**src/hw/rtl/hsvrgb_pkg.sv**
```systemverilog
// ----------------------------------------------------------------------------
// hsvrgb_pkg
// Shared types and constants for the HSV to RGB pixel converter pipeline.
// ----------------------------------------------------------------------------
package hsvrgb_pkg;

   // Field widths
   localparam int HUE_W  = 15;
   localparam int FRAC_W = 9;
   localparam int CHAN_W = 8;

   // Derived widths
   localparam int PROD_W = 2 * FRAC_W;   // v*s
   localparam int REM_W  = 13;           // hue mod 7680
   localparam int WGT_W  = 12;           // 0..3840
   localparam int DIFF_W = 20;           // signed 256v - p
   localparam int TERM_W = 30;           // p*3840 and p*f
   localparam int NUM_W  = 32;           // signed channel numerator
   localparam int SCL_W  = 36;           // 17 * numerator

   // Hue geometry, 1/64 degree units
   localparam logic [HUE_W-1:0] HUE_SPAN = 15'd3840;
   localparam logic [HUE_W-1:0] HUE_PAIR = 15'd7680;

   // 255 / (65536 * 3840) reduces to 17 / 2^24
   localparam logic [SCL_W-1:0] SCL_MUL   = 36'd17;
   localparam int               SCL_SHIFT = 24;

   // 60-degree sector
   typedef enum logic [2:0] {
      SECT_RY,   // C on red,   X on green
      SECT_YG,   // X on red,   C on green
      SECT_GC,   // C on green, X on blue
      SECT_CB,   // X on green, C on blue
      SECT_BM,   // X on red,   C on blue
      SECT_MR    // C on red,   X on blue
   } sector_type;

   typedef logic signed [NUM_W-1:0] num_type;

   // Stage 1 payload
   typedef struct packed {
      logic [PROD_W-1:0] prod;    // v*s, scale 2^-16
      logic [FRAC_W-1:0] value;
      logic [WGT_W-1:0]  weight;  // X weight f, scale 1/3840
      sector_type        sector;
   } front_type;

   // Stage 2 payload
   typedef struct packed {
      num_type           base;    // 3840*(256v - p)
      logic [TERM_W-1:0] term_c;  // p*3840
      logic [TERM_W-1:0] term_x;  // p*f
      sector_type        sector;
   } prod_type;

   // Stage 3 payload
   typedef struct packed {
      num_type num_r;
      num_type num_g;
      num_type num_b;
   } place_type;

   // Stage 4 payload
   typedef struct packed {
      logic [CHAN_W-1:0] blue;
      logic [CHAN_W-1:0] green;
      logic [CHAN_W-1:0] red;
   } rgb_type;

endpackage

```
**src/hw/rtl/hsvrgb_front.sv**
```systemverilog
// ----------------------------------------------------------------------------
// hsvrgb_front
// Stage 1: v*s product, hue folding into X weight, and sector decode.
// ----------------------------------------------------------------------------
module hsvrgb_front import hsvrgb_pkg::*; (
   input  logic              clock,
   input  logic              reset,
   input  logic              in_valid,
   output logic              in_ready,
   input  logic [HUE_W-1:0]  in_hue,
   input  logic [FRAC_W-1:0] in_saturation,
   input  logic [FRAC_W-1:0] in_value,
   output logic              out_valid,
   input  logic              out_ready,
   output front_type         out_data
);

   logic             vld_ff;
   front_type        data_ff;
   front_type        data_in;
   logic [REM_W-1:0] rem;
   logic [REM_W-1:0] fold_dist;

   // Hue mod 7680 by compare and subtract against the multiples
   always_comb begin
      if (in_hue >= 15'(4 * HUE_PAIR)) begin
         rem = REM_W'(in_hue - 15'(4 * HUE_PAIR));
      end else if (in_hue >= 15'(3 * HUE_PAIR)) begin
         rem = REM_W'(in_hue - 15'(3 * HUE_PAIR));
      end else if (in_hue >= 15'(2 * HUE_PAIR)) begin
         rem = REM_W'(in_hue - 15'(2 * HUE_PAIR));
      end else if (in_hue >= HUE_PAIR) begin
         rem = REM_W'(in_hue - HUE_PAIR);
      end else begin
         rem = REM_W'(in_hue);
      end
   end

   // Distance from mid-pair, then weight f = 3840 - d
   always_comb begin
      if (rem >= REM_W'(HUE_SPAN)) begin
         fold_dist = rem - REM_W'(HUE_SPAN);
      end else begin
         fold_dist = REM_W'(HUE_SPAN) - rem;
      end
   end

   // Next stage contents
   always_comb begin
      data_in.prod   = PROD_W'(in_value) * PROD_W'(in_saturation);
      data_in.value  = in_value;
      data_in.weight = WGT_W'(REM_W'(HUE_SPAN) - fold_dist);
      if (in_hue < HUE_SPAN) begin
         data_in.sector = SECT_RY;
      end else if (in_hue < 15'(2 * HUE_SPAN)) begin
         data_in.sector = SECT_YG;
      end else if (in_hue < 15'(3 * HUE_SPAN)) begin
         data_in.sector = SECT_GC;
      end else if (in_hue < 15'(4 * HUE_SPAN)) begin
         data_in.sector = SECT_CB;
      end else if (in_hue < 15'(5 * HUE_SPAN)) begin
         data_in.sector = SECT_BM;
      end else begin
         data_in.sector = SECT_MR;
      end
   end

   assign in_ready = !vld_ff || out_ready;

   always_ff @(posedge clock) begin
      if (reset) begin
         vld_ff <= 1'b0;
      end else if (in_ready) begin
         vld_ff <= in_valid;
      end
   end

   always_ff @(posedge clock) begin
      if (in_ready && in_valid) begin
         data_ff <= data_in;
      end
   end

   assign out_valid = vld_ff;
   assign out_data  = data_ff;

endmodule

```
**src/hw/rtl/hsvrgb_prod.sv**
```systemverilog
// ----------------------------------------------------------------------------
// hsvrgb_prod
// Stage 2: offset numerator 3840*(256v - p), chroma term p*3840, X term p*f.
// ----------------------------------------------------------------------------
module hsvrgb_prod import hsvrgb_pkg::*; (
   input  logic      clock,
   input  logic      reset,
   input  logic      in_valid,
   output logic      in_ready,
   input  front_type in_data,
   output logic      out_valid,
   input  logic      out_ready,
   output prod_type  out_data
);

   logic                     vld_ff;
   prod_type                 data_ff;
   prod_type                 data_in;
   logic signed [DIFF_W-1:0] diff;

   // 256v - p, may go negative when saturation exceeds one
   assign diff = $signed({3'b000, in_data.value, 8'h00}) - $signed({2'b00, in_data.prod});

   always_comb begin
      data_in.base   = NUM_W'(diff) * $signed(NUM_W'(HUE_SPAN));
      data_in.term_c = TERM_W'(in_data.prod) * TERM_W'(HUE_SPAN);
      data_in.term_x = TERM_W'(in_data.prod) * TERM_W'(in_data.weight);
      data_in.sector = in_data.sector;
   end

   assign in_ready = !vld_ff || out_ready;

   always_ff @(posedge clock) begin
      if (reset) begin
         vld_ff <= 1'b0;
      end else if (in_ready) begin
         vld_ff <= in_valid;
      end
   end

   always_ff @(posedge clock) begin
      if (in_ready && in_valid) begin
         data_ff <= data_in;
      end
   end

   assign out_valid = vld_ff;
   assign out_data  = data_ff;

endmodule

```
**src/hw/rtl/hsvrgb_place.sv**
```systemverilog
// ----------------------------------------------------------------------------
// hsvrgb_place
// Stage 3: place C, X and 0 on the channels by sector and add the offset.
// ----------------------------------------------------------------------------
module hsvrgb_place import hsvrgb_pkg::*; (
   input  logic      clock,
   input  logic      reset,
   input  logic      in_valid,
   output logic      in_ready,
   input  prod_type  in_data,
   output logic      out_valid,
   input  logic      out_ready,
   output place_type out_data
);

   logic      vld_ff;
   place_type data_ff;
   place_type data_in;
   num_type   c_num;
   num_type   x_num;
   num_type   m_num;

   assign c_num = $signed({2'b00, in_data.term_c});
   assign x_num = $signed({2'b00, in_data.term_x});
   assign m_num = in_data.base;

   // Sector placement
   always_comb begin
      case (in_data.sector)
         SECT_RY: begin
            data_in.num_r = m_num + c_num;
            data_in.num_g = m_num + x_num;
            data_in.num_b = m_num;
         end
         SECT_YG: begin
            data_in.num_r = m_num + x_num;
            data_in.num_g = m_num + c_num;
            data_in.num_b = m_num;
         end
         SECT_GC: begin
            data_in.num_r = m_num;
            data_in.num_g = m_num + c_num;
            data_in.num_b = m_num + x_num;
         end
         SECT_CB: begin
            data_in.num_r = m_num;
            data_in.num_g = m_num + x_num;
            data_in.num_b = m_num + c_num;
         end
         SECT_BM: begin
            data_in.num_r = m_num + x_num;
            data_in.num_g = m_num;
            data_in.num_b = m_num + c_num;
         end
         default: begin
            data_in.num_r = m_num + c_num;
            data_in.num_g = m_num;
            data_in.num_b = m_num + x_num;
         end
      endcase
   end

   assign in_ready = !vld_ff || out_ready;

   always_ff @(posedge clock) begin
      if (reset) begin
         vld_ff <= 1'b0;
      end else if (in_ready) begin
         vld_ff <= in_valid;
      end
   end

   always_ff @(posedge clock) begin
      if (in_ready && in_valid) begin
         data_ff <= data_in;
      end
   end

   assign out_valid = vld_ff;
   assign out_data  = data_ff;

endmodule

```
**src/hw/rtl/hsvrgb_scale.sv**
```systemverilog
// ----------------------------------------------------------------------------
// hsvrgb_scale
// Stage 4: floor(255*n / (65536*3840)) as (17*n) >> 24, clamp to 0..255.
// ----------------------------------------------------------------------------
module hsvrgb_scale import hsvrgb_pkg::*; (
   input  logic      clock,
   input  logic      reset,
   input  logic      in_valid,
   output logic      in_ready,
   input  place_type in_data,
   output logic      out_valid,
   input  logic      out_ready,
   output rgb_type   out_data
);

   logic    vld_ff;
   rgb_type data_ff;
   rgb_type data_in;

   function automatic logic [CHAN_W-1:0] chan_scale(input num_type num);
      logic [SCL_W-1:0] scaled;
      scaled = {5'b00000, num[NUM_W-2:0]} * SCL_MUL;
      if (num[NUM_W-1]) begin
         chan_scale = '0;
      end else if (scaled[SCL_W-1:SCL_SHIFT+CHAN_W] != '0) begin
         chan_scale = '1;
      end else begin
         chan_scale = scaled[SCL_SHIFT+CHAN_W-1:SCL_SHIFT];
      end
   endfunction

   always_comb begin
      data_in.red   = chan_scale(in_data.num_r);
      data_in.green = chan_scale(in_data.num_g);
      data_in.blue  = chan_scale(in_data.num_b);
   end

   assign in_ready = !vld_ff || out_ready;

   always_ff @(posedge clock) begin
      if (reset) begin
         vld_ff <= 1'b0;
      end else if (in_ready) begin
         vld_ff <= in_valid;
      end
   end

   always_ff @(posedge clock) begin
      if (in_ready && in_valid) begin
         data_ff <= data_in;
      end
   end

   assign out_valid = vld_ff;
   assign out_data  = data_ff;

endmodule

```
**src/hw/rtl/hsv_to_rgb_convert_top.sv**
```systemverilog
// An accepted req transaction passes the front, prod, place and scale registers in order
// before it is offered as its rsp transaction.
// Throughput: one pixel per cycle while rsp_tready is high; the four register stages each hold one pixel.
// Per-stage valid bits let bubbles collapse while rsp_tready is low.
// Reset (synchronous, active high) clears all stage valid bits; data is not reset.
// ----------------------------------------------------------------------------
// hsv_to_rgb_convert_top
// HSV to 8-bit RGB pixel converter, four-stage streaming pipeline.
// ----------------------------------------------------------------------------
module hsv_to_rgb_convert_top import hsvrgb_pkg::*; (
   input  logic        clock,
   input  logic        reset,
   input  logic        req_tvalid,
   output logic        req_tready,
   input  logic [39:0] req_tdata,   // hue[14:0], saturation[23:15], value[32:24], zero[39:33]
   output logic        rsp_tvalid,
   input  logic        rsp_tready,
   output logic [23:0] rsp_tdata    // red[7:0], green[15:8], blue[23:16]
);

   logic      s1_valid, s1_ready;
   logic      s2_valid, s2_ready;
   logic      s3_valid, s3_ready;
   front_type s1_data;
   prod_type  s2_data;
   place_type s3_data;
   rgb_type   s4_data;

   // Product, hue fold, sector
   hsvrgb_front u_front (
      .clock         (clock),
      .reset         (reset),
      .in_valid      (req_tvalid),
      .in_ready      (req_tready),
      .in_hue        (req_tdata[14:0]),
      .in_saturation (req_tdata[23:15]),
      .in_value      (req_tdata[32:24]),
      .out_valid     (s1_valid),
      .out_ready     (s1_ready),
      .out_data      (s1_data)
   );

   // Chroma, X and offset numerators
   hsvrgb_prod u_prod (
      .clock     (clock),
      .reset     (reset),
      .in_valid  (s1_valid),
      .in_ready  (s1_ready),
      .in_data   (s1_data),
      .out_valid (s2_valid),
      .out_ready (s2_ready),
      .out_data  (s2_data)
   );

   // Sector placement
   hsvrgb_place u_place (
      .clock     (clock),
      .reset     (reset),
      .in_valid  (s2_valid),
      .in_ready  (s2_ready),
      .in_data   (s2_data),
      .out_valid (s3_valid),
      .out_ready (s3_ready),
      .out_data  (s3_data)
   );

   // Scale and clamp, output register
   hsvrgb_scale u_scale (
      .clock     (clock),
      .reset     (reset),
      .in_valid  (s3_valid),
      .in_ready  (s3_ready),
      .in_data   (s3_data),
      .out_valid (rsp_tvalid),
      .out_ready (rsp_tready),
      .out_data  (s4_data)
   );

   assign rsp_tdata = s4_data;

endmodule

```
**config.mk**
```make
export PLATFORM = sky130hd
export DESIGN_NAME = hsv_to_rgb_convert_top
export DESIGN_NICKNAME = d
export VERILOG_FILES = /design/src/hw/rtl/hsvrgb_pkg.sv /design/src/hw/rtl/hsvrgb_front.sv /design/src/hw/rtl/hsvrgb_prod.sv /design/src/hw/rtl/hsvrgb_place.sv /design/src/hw/rtl/hsvrgb_scale.sv /design/src/hw/rtl/hsv_to_rgb_convert_top.sv
export SDC_FILE = /design/constraint.sdc
export NUM_CORES = 1
export LEC_CHECK = 0
export ABC_AREA = 1
export CORE_ASPECT_RATIO = 1.1
export CORE_MARGIN = 8
export CORE_UTILIZATION = 56
export CTS_CLUSTER_DIAMETER = 150
export DETAILED_ROUTE_END_ITERATION = 7
export DONT_BUFFER_PORTS = 1
export GPL_TIMING_DRIVEN = 0
export PLACE_DENSITY_LB_ADDON = 0.2
export SYNTH_ARGS = -nofsm -noshare
export SYNTH_HDL_FRONTEND = slang
export SYNTH_SLANG_ARGS = --single-unit
```
**constraint.sdc**
```tcl
create_clock -name clock -period 10.7 [get_ports clock]
set_input_delay 0.535 -clock clock [delete_from_list [all_inputs] [get_ports clock]]
set_output_delay 0.535 -clock clock [all_outputs]
set_load 0.005 [all_outputs]
```
; Yosys cells after proc, flatten, opt, wreduce, memory -nomap -nowiden
; Cells that the tools add are included.
[classes]
muxes = 13
eq_ne = 4
n_reduce_logical = 18
n_addsub = 10
multipliers = 7
magnitude_cmp = 10
[ops]
columns = op, n
row1 = 96-bit case mux with 5 select lines, 1
row2 = 31-bit by 5-bit multiplier with 36-bit output (second input constant), 3
row3 = 32-bit by 31-bit adder with 32-bit output, 2
row4 = 13-bit 2-to-1 mux, 4
row5 = 13-bit subtractor (second input constant), 4
row6 = 15-bit >= comparator (second input constant), 2
row7 = 15-bit by 14-bit less-than comparator with 1-bit output (second input constant), 2
row8 = 18-bit by 12-bit multiplier with 30-bit output, 1
row9 = 19-bit by 5-bit multiplier with 24-bit output (second input constant), 1
row10 = 8-bit 2-to-1 mux, 3
row11 = 12-bit subtractor (first input constant), 2
row12 = 18-bit by 4-bit multiplier with 22-bit output (second input constant), 1
row13 = 17-bit by 18-bit subtractor with 19-bit output, 1
row14 = 9-bit by 9-bit multiplier with 18-bit output, 1
row15 = 15-bit by 13-bit >= comparator with 1-bit output (second input constant), 1
row16 = 15-bit by 14-bit >= comparator with 1-bit output (second input constant), 1
row17 = 15-bit by 12-bit less-than comparator with 1-bit output (second input constant), 1
row18 = 15-bit by 13-bit less-than comparator with 1-bit output (second input constant), 1
row19 = 15-bit less-than comparator (second input constant), 1
row20 = 13-bit by 12-bit >= comparator with 1-bit output (second input constant), 1
row21 = 12-bit 2-to-1 mux, 1
row22 = 4-bit nonzero test, 3
row23 = 12-bit subtractor (second input constant), 1
row24 = 3-bit by 2-bit equality test with 1-bit output (second input constant), 2
row25 = 10 further kinds, 21
[totals]
inputBits = 44
word_cells = 82
ff_bits = 245
out_inout_bits = 26

; Depth between registers and ports, before layout
[logic_depth]
depth_word = 8
depth_mapped = 29
depth_no_buf = 27

; Hierarchy
; From an unflattened synthesis, not the netlist that was laid out.
[unflattened]
hier_cells = 5071
area_unflattened_um2 = 36611.4
[modules_own_cells]
columns = module, cells_each, n_inst, seq_area_each_um2, area_per_inst_um2
row1 = hsvrgb_prod, 1644, 1, 2362.3, 14269.9
row2 = hsvrgb_place, 1532, 1, 2902.8, 9809.4
row3 = hsvrgb_scale, 1244, 1, 740.7, 7161.9
row4 = hsvrgb_front, 651, 1, 1281.2, 5370.2

; Least setup slack after synthesis
; No wires, ideal clock.
[synth_timing]
path_kind = flip-flop to flip-flop
from = register u_front.data_ff, in the netlist u_front.out_data[26]
to = register u_prod.data_ff, in the netlist u_prod.out_data[27], data pin
required_ns = 10.441
slack_ns = 5.125
n_path_buf = 2
setup_time_ns = 0.259
synth_period_minus_slack_ns = 5.575
stages_incl_launch_ff = 22
arrival_ns = 5.316
path_cell_list = edfxtp_1 > clkbuf_1 > clkbuf_1 > nand2_1 > fa_1 > fa_1 > inv_1 > fa_1 > fa_1 > inv_1 > fa_1 > inv_1 > ha_1 > a21oi_1 > a21boi_0 > o21ai_0 > a21oi_1 > o21ai_0 > a21oi_1 > o21ai_0 > nand2_1 > nand2_1
[synth_lines]
columns = element, line_no
row1 = "start, declared", hsvrgb_front.sv:19  ; front_type data_ff;
row2 = "start signal, assigned", hsvrgb_front.sv:80  ; data_ff <= data_in;
row3 = "end signal, assigned", hsvrgb_prod.sv:43  ; data_ff <= data_in;
row4 = "end, declared", hsvrgb_prod.sv:17  ; prod_type data_ff;

==> summary.md <==
| Metric | Value |
|---|---|
| Fillers | 4906 |
| N_diodes | 0 |
| Synthesis Warnings | 0 |
| Layout cells sized above 1 | 3.33% |
| Post-DRT Antenna Nets | 0 |
| Status | complete, no violations |
| MaxCap Viol Count | 0 |
| Hold Buf Count CTS | 0 |
| Most frequent cells in the layout | 750 x nand2_1, 657 x inv_1, 401 x ha_1 |
| Tcrit/Tclk final | 63.8% |
| Grt total ovfl | 0 |
| CP Launch Type | flip-flop |
| Worst-Skew Late Latency | 0.57 ns |
| Fmax achieved | 0.146 GHz |
| Area of the multi-input gates | 0.0202 mm^2 |
| Post-cts repair resize count | 0 |
| DRC violations left | 0 |
| Post-Syn Instances | 3575 |
| Distinct cells, synth | 56 |
| Core Util, Final | 60.1% |
| Worst slew margin | 38.0% |
| Setup Crit Path Kind | flip-flop to flip-flop |
| Placed Area | 0.0314 mm^2 |
| Vias in the first global route | 23800 |
| Post-Syn Area | 0.0304 mm^2 |
| Final setup viols | 0 |
| Ys flop type | edfxtp_1 |
| Rows | 89 |
| RSZ-0062 raised after global routing | false |
| Final Critical Period | 6.83 ns |
| Number of synthesized flops with an enable pin | 240 |
| Starting density of the core | 56.6% |
| Final WL | 74.4 mm |
| Synth top area cells | edfxtp_1 24%, fa_1 18%, ha_1 17%, nand2_1 9.3%, inv_1 8.1% |
| Postcts setup bufs | 0 |
| Post-DP HPWL | 61.8 mm |
| CTS tree | built |
| FFs w/ async S/R, synth | 0% |
| Setup TNS | 0 ns |
| Clock Pin Slew Worst Setup and Hold Paths | 0.06 ns |
| Vias | 23800 |
| Register bit count reported by yosys | 244 |
| GRT met3 Usage | 1.98% |
| Skew final | 0.0219 ns |
| Commonest non-fill, non-tap cell in the layout | nand2_1 |
| Crit-path max FO | 10 |
| Global route hottest layer | met2 |
| Via density | 5.46 |
| Synth top area share | 23.7% |
| Initial antenna violation count | 0 |
| CP required | 11.01 ns |
| Worst-Margin Slew | 0.930 ns |
| Die area | 0.0620 mm^2 |
| CTS Root Cell | clkbuf_16 |
| CP Capture Type | flip-flop |
| Port Buffers | 0 |
| Core Area | 0.0537 mm^2 |
| Htree depth | 1 |
| Routing usage on met1 | 29.2% |
| Met2 GRT Util | 43.6% |
| Syn Area/Cell | 8.50 um^2 |
| Area Growth Syn to Fin | 6.18% |
| Initial DRC Count | 1456 |
| Net Count, Synth | 4297 |
| Die height | 260 um |
| Final Hold Vio Count | 0 |
| I/O pins | 70 |
| Register area share after synthesis | 24.0% |
| CTS Buffer Depth | 3 |
| First-pass GRT wire length | 120 mm |
| Yosys top cell by area | edfxtp_1 |
| Slew Viols, Final | 0 |
| Drt wl/cell | 17.1 um |
| Final GP Congestion | 0.972 |
| Pin count of the biggest net entering global routing | 79 |
| HP Class | primary input to flip-flop |
| Post-route cell area | 0.0323 mm^2 |
| CTS Buf Count | 28 |
| Critical path arrival | 7.14 ns |
| Die width | 238 um |
| FF+latch area | 0.00729 mm^2 |
| Initial DRT Pass Iterations | 5 |
| Num Clock Sinks | 244 |
| Gr usage total | 24.1% |
| Fin nets | 4330 |
## worst paths after layout
path,slack (ns),startpoint,end,depth (start not counted)
worst max-delay path,3.87,u_front.out_data[26]$_DFFE_PP_,u_prod.out_data[27]$_DFFE_PP_,21
worst min-delay path,0.03,reset,u_scale.out_valid$_SDFFE_PP0P_,1
worst max register to register,3.87,u_front.out_data[26]$_DFFE_PP_,u_prod.out_data[27]$_DFFE_PP_,21
worst min register to register,0.42,u_front.out_data[0]$_SDFFCE_PP0P_,u_prod.out_data[0]$_DFFE_PP_,0
## synthesized netlist by cell type, types with 44 or more instances
cell type  count
nand2_1      750
inv_1        659
ha_1         401
fa_1         277
a21oi_1      257
edfxtp_1     240
nor2_1       172
o21ai_0      136
nand3_1      132
xor2_1       113
clkbuf_1      79
xnor2_1       44
## worst max-delay path: stages (launching register included)
cell and delay [ns]:
edfxtp_1 0.50, clkbuf_1 0.41, clkbuf_1 0.58, nand2_1 0.18
fa_1 0.52, fa_1 0.51, inv_1 0.06, fa_1 0.45
fa_1 0.49, inv_1 0.05, fa_1 0.47, inv_1 0.04
ha_1 0.32, a21oi_1 0.13, a21boi_0 0.54, o21ai_0 0.24
a21oi_1 0.33, o21ai_0 0.22, a21oi_1 0.28, o21ai_0 0.11
nand2_1 0.08, nand2_1 0.05
## logic make-up (layout without fill, tap and decap cells)
| logic type | Yosys count | in the layout | synth area share, % |
|---|---|---|---|
| XOR/XNOR | 158 | 158 | 4.61 |
| buffers and inverters | 762 | 816 | 9.50 |
| AND/OR/NAND/NOR | 1170 | 1170 | 16.3 |
| AO/OA/AOI/OAI | 563 | 563 | 10.8 |
| adder cells (fa/ha/maj) | 678 | 678 | 34.7 |
| flip-flops | 244 | 244 | 24.0 |
## metrics by stage
step                      hold WS [ns]  instances  setup slack (ns)
after detailed placement         0.407       4306              3.91
final                           0.0289       4357              3.87
after floorplan                  0.400       3575              5.13
after global placement           0.405       4303              3.95
after CTS                      0.00239       4357              3.87
after global routing            0.0146       4357              3.48
## layout make-up
type                    count  share of cell area [%]
multi-input cells        2569                    62.7
flip-flops and latches    244                    22.6
inverters                 672                    7.84
well taps                 728                    2.82
clock buffers              34                    2.31
plain buffers              90                    1.13
clock inverters            17                   0.450
repair buffers              3                   0.194
## registers in the layout, summed over array words and instances, names as in the netlist
signal,count
u_prod.out_valid,1
u_front.out_valid,1
u_place.out_data,96
u_scale.out_valid,1
u_prod.out_data,78
u_scale.out_data,24
u_front.out_data,42
u_place.out_valid,1
## routing by layer
metal | part of all wire [%] | wire length, um
met1 | 42 | 30900
met2 | 50 | 36900
met3 | 4.0 | 3010
met4 | 4.8 | 3570
met5 | 0 | 0
Power is not shown: default switching activity piles up to over one toggle a cycle in this logic, so the estimate is an artifact.
